<file path="config.mk">
export PLATFORM = sky130hd
export DESIGN_NAME = sorted_priority_queue_top
export DESIGN_NICKNAME = d
export VERILOG_FILES = /design/src/sv/spq_pkg.sv /design/src/sv/sorted_priority_queue_top.sv /design/src/sv/spq_ram.sv
export SDC_FILE = /design/constraint.sdc
export NUM_CORES = 1
export LEC_CHECK = 0
export BUFFER_PORTS_ARGS = -buffer_cell sky130_fd_sc_hd__buf_2
export CAP_MARGIN = 20
export CORE_AREA = 2 2 241 361
export DETAILED_ROUTE_END_ITERATION = 12
export DIE_AREA = 0 0 243 363
export PLACE_DENSITY_LB_ADDON = 0.2
export SKIP_CTS_REPAIR_TIMING = 1
export SLEW_MARGIN = 20
export SYNTH_ARGS = -nofsm -noshare
export SYNTH_HDL_FRONTEND = slang
export SYNTH_SLANG_ARGS = --single-unit
</file>
<file path="constraint.sdc">
create_clock -name clk -period 6.6 [get_ports clk]
set_input_delay 1.32 -clock clk [delete_from_list [all_inputs] [get_ports clk]]
set_output_delay 1.32 -clock clk [all_outputs]
set_load 0.005 [all_outputs]
</file>
<file path="src/sv/spq_pkg.sv">
// Shared types and codes for the sorted priority queue.
package spq_pkg;

  localparam int ValueW = 32;
  localparam int PrioW  = 16;
  localparam int CountW = 5;

  typedef enum logic [1:0] {
    REQ_ENQ  = 2'd0,
    REQ_DEQ  = 2'd1,
    REQ_PEEK = 2'd2,
    REQ_NONE = 2'd3
  } req_t;

  typedef enum logic [1:0] {
    STS_OK    = 2'd0,
    STS_EMPTY = 2'd1,
    STS_FULL  = 2'd2
  } status_t;

  typedef struct packed {
    logic signed [ValueW-1:0] val;
    logic signed [PrioW-1:0]  prio;
  } entry_t;

  localparam int EntryW = $bits(entry_t);

endpackage

</file>
<file path="src/sv/sorted_priority_queue_top.sv">
// Sorted priority queue top level: one RAM ring of entries and its sequencer.
// An empty peek/dequeue, a full enqueue, an enqueue into an empty queue and the
//   unused code finish straight from idle; a peek/dequeue reads the head (ST_HEAD),
//   and an enqueue reads the head (ST_PRI) and, unless it lands there, scans back (ST_SCAN).
// Throughput: one item at a time; busy is high while the sequencer is out of idle and
//   drops as done is asserted; the backward scan moves one RAM entry per cycle.
// Reset (sync, active high) empties the queue; the RAM itself is not cleared.
module sorted_priority_queue_top #(
  parameter int CAPACITY = 16
) (
  input  logic                                  clk,
  input  logic                                  rst,
  input  logic                                  start,
  output logic                                  busy,
  input  logic [1:0]                            req_type,
  input  logic signed [spq_pkg::ValueW-1:0]     item_value,
  input  logic signed [spq_pkg::PrioW-1:0]      item_priority,
  output logic                                  done,
  output logic signed [spq_pkg::ValueW-1:0]     head_value,
  output logic [1:0]                            status,
  output logic [spq_pkg::CountW-1:0]            entry_count
);

  localparam int AW = $clog2(CAPACITY);
  localparam int CW = $clog2(CAPACITY + 1);
  localparam logic [AW-1:0] Last = AW'(CAPACITY - 1);
  localparam logic [CW-1:0] Full = CW'(CAPACITY);

  typedef enum logic [1:0] {
    ST_IDLE,
    ST_HEAD,   // head entry read is in flight for a peek/dequeue
    ST_PRI,    // head entry read is in flight for an enqueue
    ST_SCAN    // walking back from the tail, moving entries up by one
  } state_t;

  state_t state;

  // Entries live in a ring: logical position j sits at head_ptr + j (mod CAPACITY).
  // A dequeue just advances head_ptr and an enqueue at the head steps it back;
  // only an enqueue further down moves entries.
  logic [AW-1:0]  head_ptr;
  logic [CW-1:0]  count;
  logic [AW-1:0]  phys_j;      // ring address of the entry under compare
  logic           first;       // compare is against the tail entry
  logic           pend_deq;
  spq_pkg::entry_t pend;       // item being inserted

  logic                       accept;
  logic                       wr_en;
  logic [AW-1:0]              wr_addr;
  spq_pkg::entry_t            wr_data;
  logic                       rd_en;
  logic [AW-1:0]              rd_addr;
  logic [spq_pkg::EntryW-1:0] rd_raw;
  spq_pkg::entry_t            rd_entry;

  logic [AW-1:0] up_addr;
  logic [AW-1:0] dn_addr;
  logic [AW-1:0] head_inc;
  logic [AW-1:0] head_dec;
  logic [AW:0]   tail_sum;
  logic [AW-1:0] tail_addr;
  logic          stop;
  logic          head_first;
  logic [CW-1:0] count_inc;
  logic [CW-1:0] count_dec;

  assign busy     = (state != ST_IDLE);
  assign accept   = start && (state == ST_IDLE);
  assign rd_entry = spq_pkg::entry_t'(rd_raw);

  assign count_inc = count + CW'(1);
  assign count_dec = count - CW'(1);

  // ring address arithmetic: neighbors with wrap, and the tail slot
  assign up_addr  = (phys_j == Last) ? '0 : phys_j + AW'(1);
  assign dn_addr  = (phys_j == '0) ? Last : phys_j - AW'(1);
  assign head_inc = (head_ptr == Last) ? '0 : head_ptr + AW'(1);
  assign head_dec = (head_ptr == '0) ? Last : head_ptr - AW'(1);
  assign tail_sum = {1'b0, head_ptr} + (AW+1)'(count_dec);
  assign tail_addr = (tail_sum >= (AW+1)'(CAPACITY)) ?
                     AW'(tail_sum - (AW+1)'(CAPACITY)) : tail_sum[AW-1:0];

  // A tie with the head puts the new item in front of it; that is checked
  // before the scan, so the scan only runs while the head outranks the item.
  assign head_first = (pend.prio >= rd_entry.prio);

  // The tail takes the new item on a tie; anywhere else the item goes in
  // ahead of entries of equal priority.
  assign stop = first ? (rd_entry.prio >= pend.prio) : (rd_entry.prio > pend.prio);

  always_comb begin
    wr_en   = 1'b0;
    wr_addr = up_addr;
    wr_data = pend;
    rd_en   = 1'b0;
    rd_addr = dn_addr;
    unique case (state)
      ST_IDLE: begin
        if (accept) begin
          case (spq_pkg::req_t'(req_type))
            spq_pkg::REQ_ENQ: begin
              if (count == '0) begin
                wr_en   = 1'b1;
                wr_addr = head_ptr;
                wr_data = '{val: item_value, prio: item_priority};
              end else if (count < Full) begin
                rd_en   = 1'b1;
                rd_addr = head_ptr;
              end
            end
            spq_pkg::REQ_DEQ, spq_pkg::REQ_PEEK: begin
              if (count != '0) begin
                rd_en   = 1'b1;
                rd_addr = head_ptr;
              end
            end
            default: ;
          endcase
        end
      end
      ST_PRI: begin
        if (head_first) begin
          wr_en   = 1'b1;              // new head goes in the free slot before the old one
          wr_addr = head_dec;
        end else begin
          rd_en   = 1'b1;
          rd_addr = tail_addr;
        end
      end
      ST_SCAN: begin
        wr_en = 1'b1;
        if (!stop) begin
          wr_data = rd_entry;          // move entry j up to j+1
          rd_en   = 1'b1;
        end
      end
      default: ;
    endcase
  end

  spq_ram #(
    .Width(spq_pkg::EntryW),
    .Depth(CAPACITY)
  ) u_ram (
    .clk    (clk),
    .wr_en  (wr_en),
    .wr_addr(wr_addr),
    .wr_data(wr_data),
    .rd_en  (rd_en),
    .rd_addr(rd_addr),
    .rd_data(rd_raw)
  );

  // Sequencer with registered result outputs.
  always_ff @(posedge clk) begin
    if (rst) begin
      state    <= ST_IDLE;
      count    <= '0;
      head_ptr <= '0;
      done     <= 1'b0;
      first    <= 1'b0;
      pend_deq <= 1'b0;
    end else begin
      done <= 1'b0;
      unique case (state)
        ST_IDLE: begin
          if (accept) begin
            pend       <= '{val: item_value, prio: item_priority};
            pend_deq   <= (spq_pkg::req_t'(req_type) == spq_pkg::REQ_DEQ);
            head_value <= '0;
            status     <= spq_pkg::STS_OK;
            entry_count <= spq_pkg::CountW'(count);
            case (spq_pkg::req_t'(req_type))
              spq_pkg::REQ_ENQ: begin
                if (count >= Full) begin
                  done   <= 1'b1;
                  status <= spq_pkg::STS_FULL;
                end else if (count == '0) begin
                  done        <= 1'b1;
                  count       <= count_inc;
                  entry_count <= spq_pkg::CountW'(count_inc);
                end else begin
                  state <= ST_PRI;
                end
              end
              spq_pkg::REQ_DEQ, spq_pkg::REQ_PEEK: begin
                if (count == '0) begin
                  done   <= 1'b1;
                  status <= spq_pkg::STS_EMPTY;
                end else begin
                  state <= ST_HEAD;
                end
              end
              default: begin
                done <= 1'b1;
              end
            endcase
          end
        end
        ST_HEAD: begin
          done       <= 1'b1;
          head_value <= rd_entry.val;
          status     <= spq_pkg::STS_OK;
          if (pend_deq) begin
            head_ptr    <= head_inc;
            count       <= count_dec;
            entry_count <= spq_pkg::CountW'(count_dec);
          end else begin
            entry_count <= spq_pkg::CountW'(count);
          end
          state <= ST_IDLE;
        end
        ST_PRI: begin
          if (head_first) begin
            done        <= 1'b1;
            head_ptr    <= head_dec;
            count       <= count_inc;
            entry_count <= spq_pkg::CountW'(count_inc);
            state       <= ST_IDLE;
          end else begin
            phys_j <= tail_addr;
            first  <= 1'b1;
            state  <= ST_SCAN;
          end
        end
        ST_SCAN: begin
          first <= 1'b0;
          if (stop) begin
            done        <= 1'b1;
            count       <= count_inc;
            entry_count <= spq_pkg::CountW'(count_inc);
            state       <= ST_IDLE;
          end else begin
            phys_j <= dn_addr;
          end
        end
        default: begin
          state <= ST_IDLE;
        end
      endcase
    end
  end

  // occupancy never passes capacity
  assert property (@(posedge clk) disable iff (rst) count <= Full)
    else $error("occupancy above capacity");

  // an enqueue into a full queue is reported at once as dropped
  assert property (@(posedge clk) disable iff (rst)
    accept && (req_type == spq_pkg::REQ_ENQ) && (count == Full)
    |=> done && (status == spq_pkg::STS_FULL) && (count == Full))
    else $error("full enqueue not dropped");

  // the scan only runs on a queue that is neither empty nor full
  assert property (@(posedge clk) disable iff (rst)
    (state == ST_SCAN) |-> (count != '0) && (count < Full))
    else $error("scan on empty or full queue");

  // a dequeue that reads the head takes exactly one entry out
  assert property (@(posedge clk) disable iff (rst)
    (state == ST_HEAD) && pend_deq |=> done && (count == CW'($past(count) - CW'(1))))
    else $error("dequeue count wrong");

endmodule

</file>
<file path="src/sv/spq_ram.sv">
// Generic simple dual-port RAM, one write port and one registered read port.
module spq_ram #(
  parameter int Width = 48,
  parameter int Depth = 16
) (
  input  logic                     clk,
  input  logic                     wr_en,
  input  logic [$clog2(Depth)-1:0] wr_addr,
  input  logic [Width-1:0]         wr_data,
  input  logic                     rd_en,
  input  logic [$clog2(Depth)-1:0] rd_addr,
  output logic [Width-1:0]         rd_data
);

  logic [Width-1:0] mem [Depth];

  always_ff @(posedge clk) begin
    if (wr_en) begin
      mem[wr_addr] <= wr_data;
    end
    if (rd_en) begin
      rd_data <= mem[rd_addr];
    end
  end

endmodule
</file>
Word level (Yosys, flattened, before mapping). Memories as Yosys holds them, arrays and structs flattened. A register that Yosys moved wholly into a read port is not among the register bits. Cells that the tools add are included.

Add/sub/neg operators: 8. Magnitude comparators: 6. Equal/unequal tests: 17. Mux-type cells: 74. Bitwise gates (word level): 1. Reductions and logical operators: 21.

Operators by type and width (number): two-way mux 48 bit (4); case mux 48 bit (2 select lines) (1); two-way mux 4 bit (18); case mux 32 bit (2 select lines) (1); case mux 4 bit (2 select lines) (5); two-way mux 5 bit (7); >= comparator 16 bit (2); two-way mux 32 bit (1); case mux 5 bit (4 select lines) (1); two-way mux 1 bit (18); > comparator 16 bit (1); two-way mux 2 bit (8); inequality test 2 bit (second input constant) (6); case mux 2 bit (2 select lines) (3); AND reduction 3 bit (4); subtractor 4 x 1 -> 4 bit (second input constant) (3); >= comparator 5 bit (second input constant) (2); inequality test 3 bit (second input constant) (3); adder 4 x 1 -> 4 bit (second input constant) (2); equality test 4 bit (second input constant) (2); zero test 4 bit (2); case mux 2 bit (4 select lines) (1); AND reduction 4 bit (2); nonzero test 2 bit (4); other kinds (18) (26).

Register bits: 105. Memory bits (writable): 768. Input bits: 53. Output and inout port bits: 41. Logic and storage cells: 140. Memories kept: 1.

Memory list: u_ram.mem (words 16, bits a word 48, read ports 1, clocked after Yosys merged registers in 1, wr ports 1, RTL line spq_ram.sv:15) `logic [Width-1:0] mem [Depth];`.

Longest topological paths before layout.
Depth after elaboration: 7. Gate-level depth with buffers: 15.

Modules after synthesis. A second synthesis with hierarchy kept.

Cell total of the unflattened synthesis: 1921. Area total of the unflattened synthesis: 36835.3 um^2.

By module, submodules not included: spq_ram (instances 1, cells an instance 1242, area each 30175.2 um^2); sorted_priority_queue_top (instances 1, cells an instance 679, area each 6660.1 um^2).

Least setup slack after synthesis. Ideal clock, no wire load.

Kind: input-to-reg. From: in req_type[1]. To: mem u_ram.mem[15][0] (enable). Arrival: 6.429 ns. Path slack: -0.341 ns. Cell stages on the path: 9. Buffers on the path: 1. Cells stage by stage: inv_1 -> ha_1 -> nor2b_1 -> nand2_1 -> nor2_1 -> clkbuf_1 -> a221oi_1 -> or3_1 -> nor3_1.

Longest elaborated chain between the ends: 6. Elaborated cells between the ends (all ways): 9. Those cells by class: 8 x mux; 1 x reduce/logical.

RTL lines: start: declaration (RTL line sorted_priority_queue_top.sv:15) `input logic [1:0] req_type,`; zero test 2 bit (*) (RTL line sorted_priority_queue_top.sv:101) `case (spq_pkg::req_t'(req_type))`; two-way mux 1 bit (RTL line sorted_priority_queue_top.sv:101); two-way mux 1 bit (RTL line sorted_priority_queue_top.sv:100) `if (accept) begin`; case mux 1 bit (3 select lines) (RTL line sorted_priority_queue_top.sv:98) `unique case (state)`; two-way mux 1 bit (RTL line spq_ram.sv:18) `if (wr_en) begin`; two-way mux 1 bit (not written as such) (RTL line spq_ram.sv:19) `mem[wr_addr] <= wr_data;`; end: declaration (RTL line spq_ram.sv:15).

Every way passes the cells marked *; elsewhere a longest branch is shown, timed or not.

Final worst setup path.
From: reg state[0]. To: mem u_ram.mem[13][19] (enable).

Longest elaborated chain between the ends: 6. Elaborated cells between the ends (all ways): 10. Those cells by class: 2 x eq/ne; 6 x mux; 2 x reduce/logical.

RTL lines: start: declaration (RTL line sorted_priority_queue_top.sv:36) `state_t state;`; start signal: assignment (RTL line sorted_priority_queue_top.sv:158) `state <= ST_IDLE;`; start signal: assignment (RTL line sorted_priority_queue_top.sv:184) `state <= ST_PRI;`; start signal: assignment (RTL line sorted_priority_queue_top.sv:192) `state <= ST_HEAD;`; zero test 2 bit (RTL line sorted_priority_queue_top.sv:69, sorted_priority_queue_top.sv:98); logical AND 1 bit (RTL line sorted_priority_queue_top.sv:69) `assign accept = start && (state == ST_IDLE);`; two-way mux 1 bit (RTL line sorted_priority_queue_top.sv:100); case mux 1 bit (3 select lines) (RTL line sorted_priority_queue_top.sv:98); two-way mux 1 bit (RTL line spq_ram.sv:18); two-way mux 1 bit (not written as such) (RTL line spq_ram.sv:19).

Parallel ways exist; a longest one is shown, timed or not.

==> impl_metrics.ini <==
[synthesis]
syn_inst = 2506
synth_nets = 2593
synth_area_leaders = edfxtp_1, mux2i_1, nand2_1
syn_avg_cell_area_um2 = 15.1
synth_seq_cells = 921
synth_top_area_cell = edfxtp_1
yosysMostFrequentCell = edfxtp_1
yosysWarningCount = 0
synth_flop_cell = edfxtp_1
yosysTopAreaCellShare = 0.717
netlist-cell-type-count = 56
synth-edff-count = 907
synth_area_um2 = 38000
synthTopCellsByCount = edfxtp_1, nand2_1, mux2i_1
async_flop_share = 0
ys_seq_area_frac = 0.725

[min_path]
min_path_type = register to register

[timing]
worst_pin_slew_ns = 0.954
maxSlewViolCount = 0
setup_viol = 0
finalCriticalPeriod_ns = 4.90
fin_skew_ns = 0.0316
setup-tns-final_ns = 0
slew_headroom = 0.364
fin_crit_sh = 0.743
hold_viol = 0
fmax_ghz = 0.204
setup_ws_ns = 1.70
whs_ns = 0.548
rsz0062_at_grt = false

[worst_setup_path]
worstSetupEndpointType = register
cpPeakStageDelay_ns = 0.76
critPathKind = register to register
crit_required_ns = 6.93
critical_path_buf_inv_count = 3
start_kind = register
cp_max_fo = 33
path_cells = inv_1 -> ha_2 -> nand2_1 -> nor2_4 -> nor2_1 -> a222oi_1 -> buf_4 -> nand2b_1 -> nor2_4 -> buf_4
path_delay_family = simple AND/OR/NAND/NOR gates
worstPathArrival_ns = 5.23
slowest_stage = nor2_4

[global_route]
grt_pass1_wl_um = 145000
first_global_vias = 22520
gr-usage-all-layers = 0.219
grt_overflow_total = 0
antenna_found_initial = 2
grt_max_degree = 103

[floorplanning]
die_x_um = 243
dieHeight_um = 363
dieArea_um2 = 88200
core_um2 = 84900
fp-row-count = 131
start_util = 0.447
ioPinCount = 94

[drt]
vias = 22424
ant_nets = 0
first_pass_iters = 6
drtIter0Drc = 2330
routed_wirelength_um = 97500
routedWlPerCell_um = 25.5
drt_drc_violations_left = 0
vias_per_cell = 5.85

[place]
io_buffers = 93
dp_hpwl_um = 56200
gp_congestion = 0.839
dp_slack_ns = 1.24

[layout]
final_util = 0.509
diodes = 0
drive_above_1_share = 0.136
fillers = 7145
layout.nets = 2716
synthToLayoutAreaGrowth_pct = 13.8

[cts]
cts_sinks = 921
clock_path_buffers = 3
cts_buffers = 86
cts.clk_slew.worst_paths_ns = 0.06
worstSkewPairLatency_ns = 0.66
root_buffer = clkbuf_16
htreeDepth = 3
cts_tree = done

[power]
powerDensity_nw_per_um2 = 566
power.total_uw = 24500
p_leak_uw = 0.0149
ir_worst_vdd_mv = 0.446

[flow_run]
maxCapViolCount = 0

[run_status]
outcome = complete, no violations
[layer usage]
| metal | vias to the layer above | track usage | wire length [um] |
|---|---|---|---|
| met1 | 11448 | 0.287 | 40500 |
| li1 | 10011 | - | - |
| met2 | 798 | 0.376 | 48700 |
| met4 | 0 | 0.0752 | 2540 |
| met3 | 167 | 0.0319 | 5820 |
| met5 | - | 0 | 0 |
[worst paths after layout]
kind | from | endpoint | slack [ns] | cells past startpoint
worst max-delay path | state[0] | u_ram.mem[13][19] | 1.70 | 10
worst min-delay path | first | first | 0.55 | 2
worst max register to register | state[0] | u_ram.mem[13][19] | 1.70 | 10
worst min register to register | first | first | 0.55 | 2
[logic make-up after synthesis]
kind of cell,Yosys count,share of synthesized area
AO/OA/AOI/OAI,481,0.0924
XOR/XNOR,9,0.00208
adder cells (fa/ha/maj),34,0.0114
buffers and inverters,199,0.0259
flip-flops,921,0.725
multiplexers,300,0.0792
AND/OR/NAND/NOR,562,0.0641
[final cells by class]
type	instances	area, um^2	area share
clock inverters	54	557	0.0129
multi-input cells	1386	9720	0.225
clock buffers	105	2310	0.0534
flip-flops and latches	921	27500	0.637
inverters	34	128	0.00295
well taps	1130	1410	0.0327
repair buffers	200	1570	0.0364
[metrics by stage]
| stage | instance area, um^2 | instances |
|---|---|---|
| after floorplan | 38000 | 2506 |
| after global placement | 40300 | 3668 |
| after detailed placement | 40300 | 3669 |
| after CTS | 43200 | 3828 |
| after global routing | 43200 | 3830 |
| final | 43200 | 3830 |
[registers in the layout, indices dropped and copies added, names as in the netlist]
signal         count
u_ram.mem        768
pend              48
u_ram.rd_data     48
head_value        32
count              5
entry_count        5
head_ptr           4
phys_j             4
state              2
status             2
done               1
first              1
pend_deq           1
[power breakdown]
group	total [uW]	internal [uW]	switching [uW]	leakage (uW)
Combinational	10600	3740	6900	0.00511
Sequential	8760	8440	320	0.00839
Clock	5050	2920	2130	0.00140
Total	24400	15100	9350	0.0149
[layout by cell type, fill, tap and decap left out, drive strengths merged, types with 50 or more instances in the layout]
cell type and instances:
a32o 96, nor2 54, a221oi 54, clkbuf 105
edfxtp 907, a22oi 50, a21oi 130, o21ai 68
mux2i 298, buf 200, nand2 364
[worst min-delay path: cells and delay by family (launching register included)]
family	cells	cell delay, ns
AO/OA/AOI/OAI	1	0.08
flip-flops	1	0.34
AND/OR/NAND/NOR	1	0.09
No activity file was read; power rests on OpenSTA's default activity.
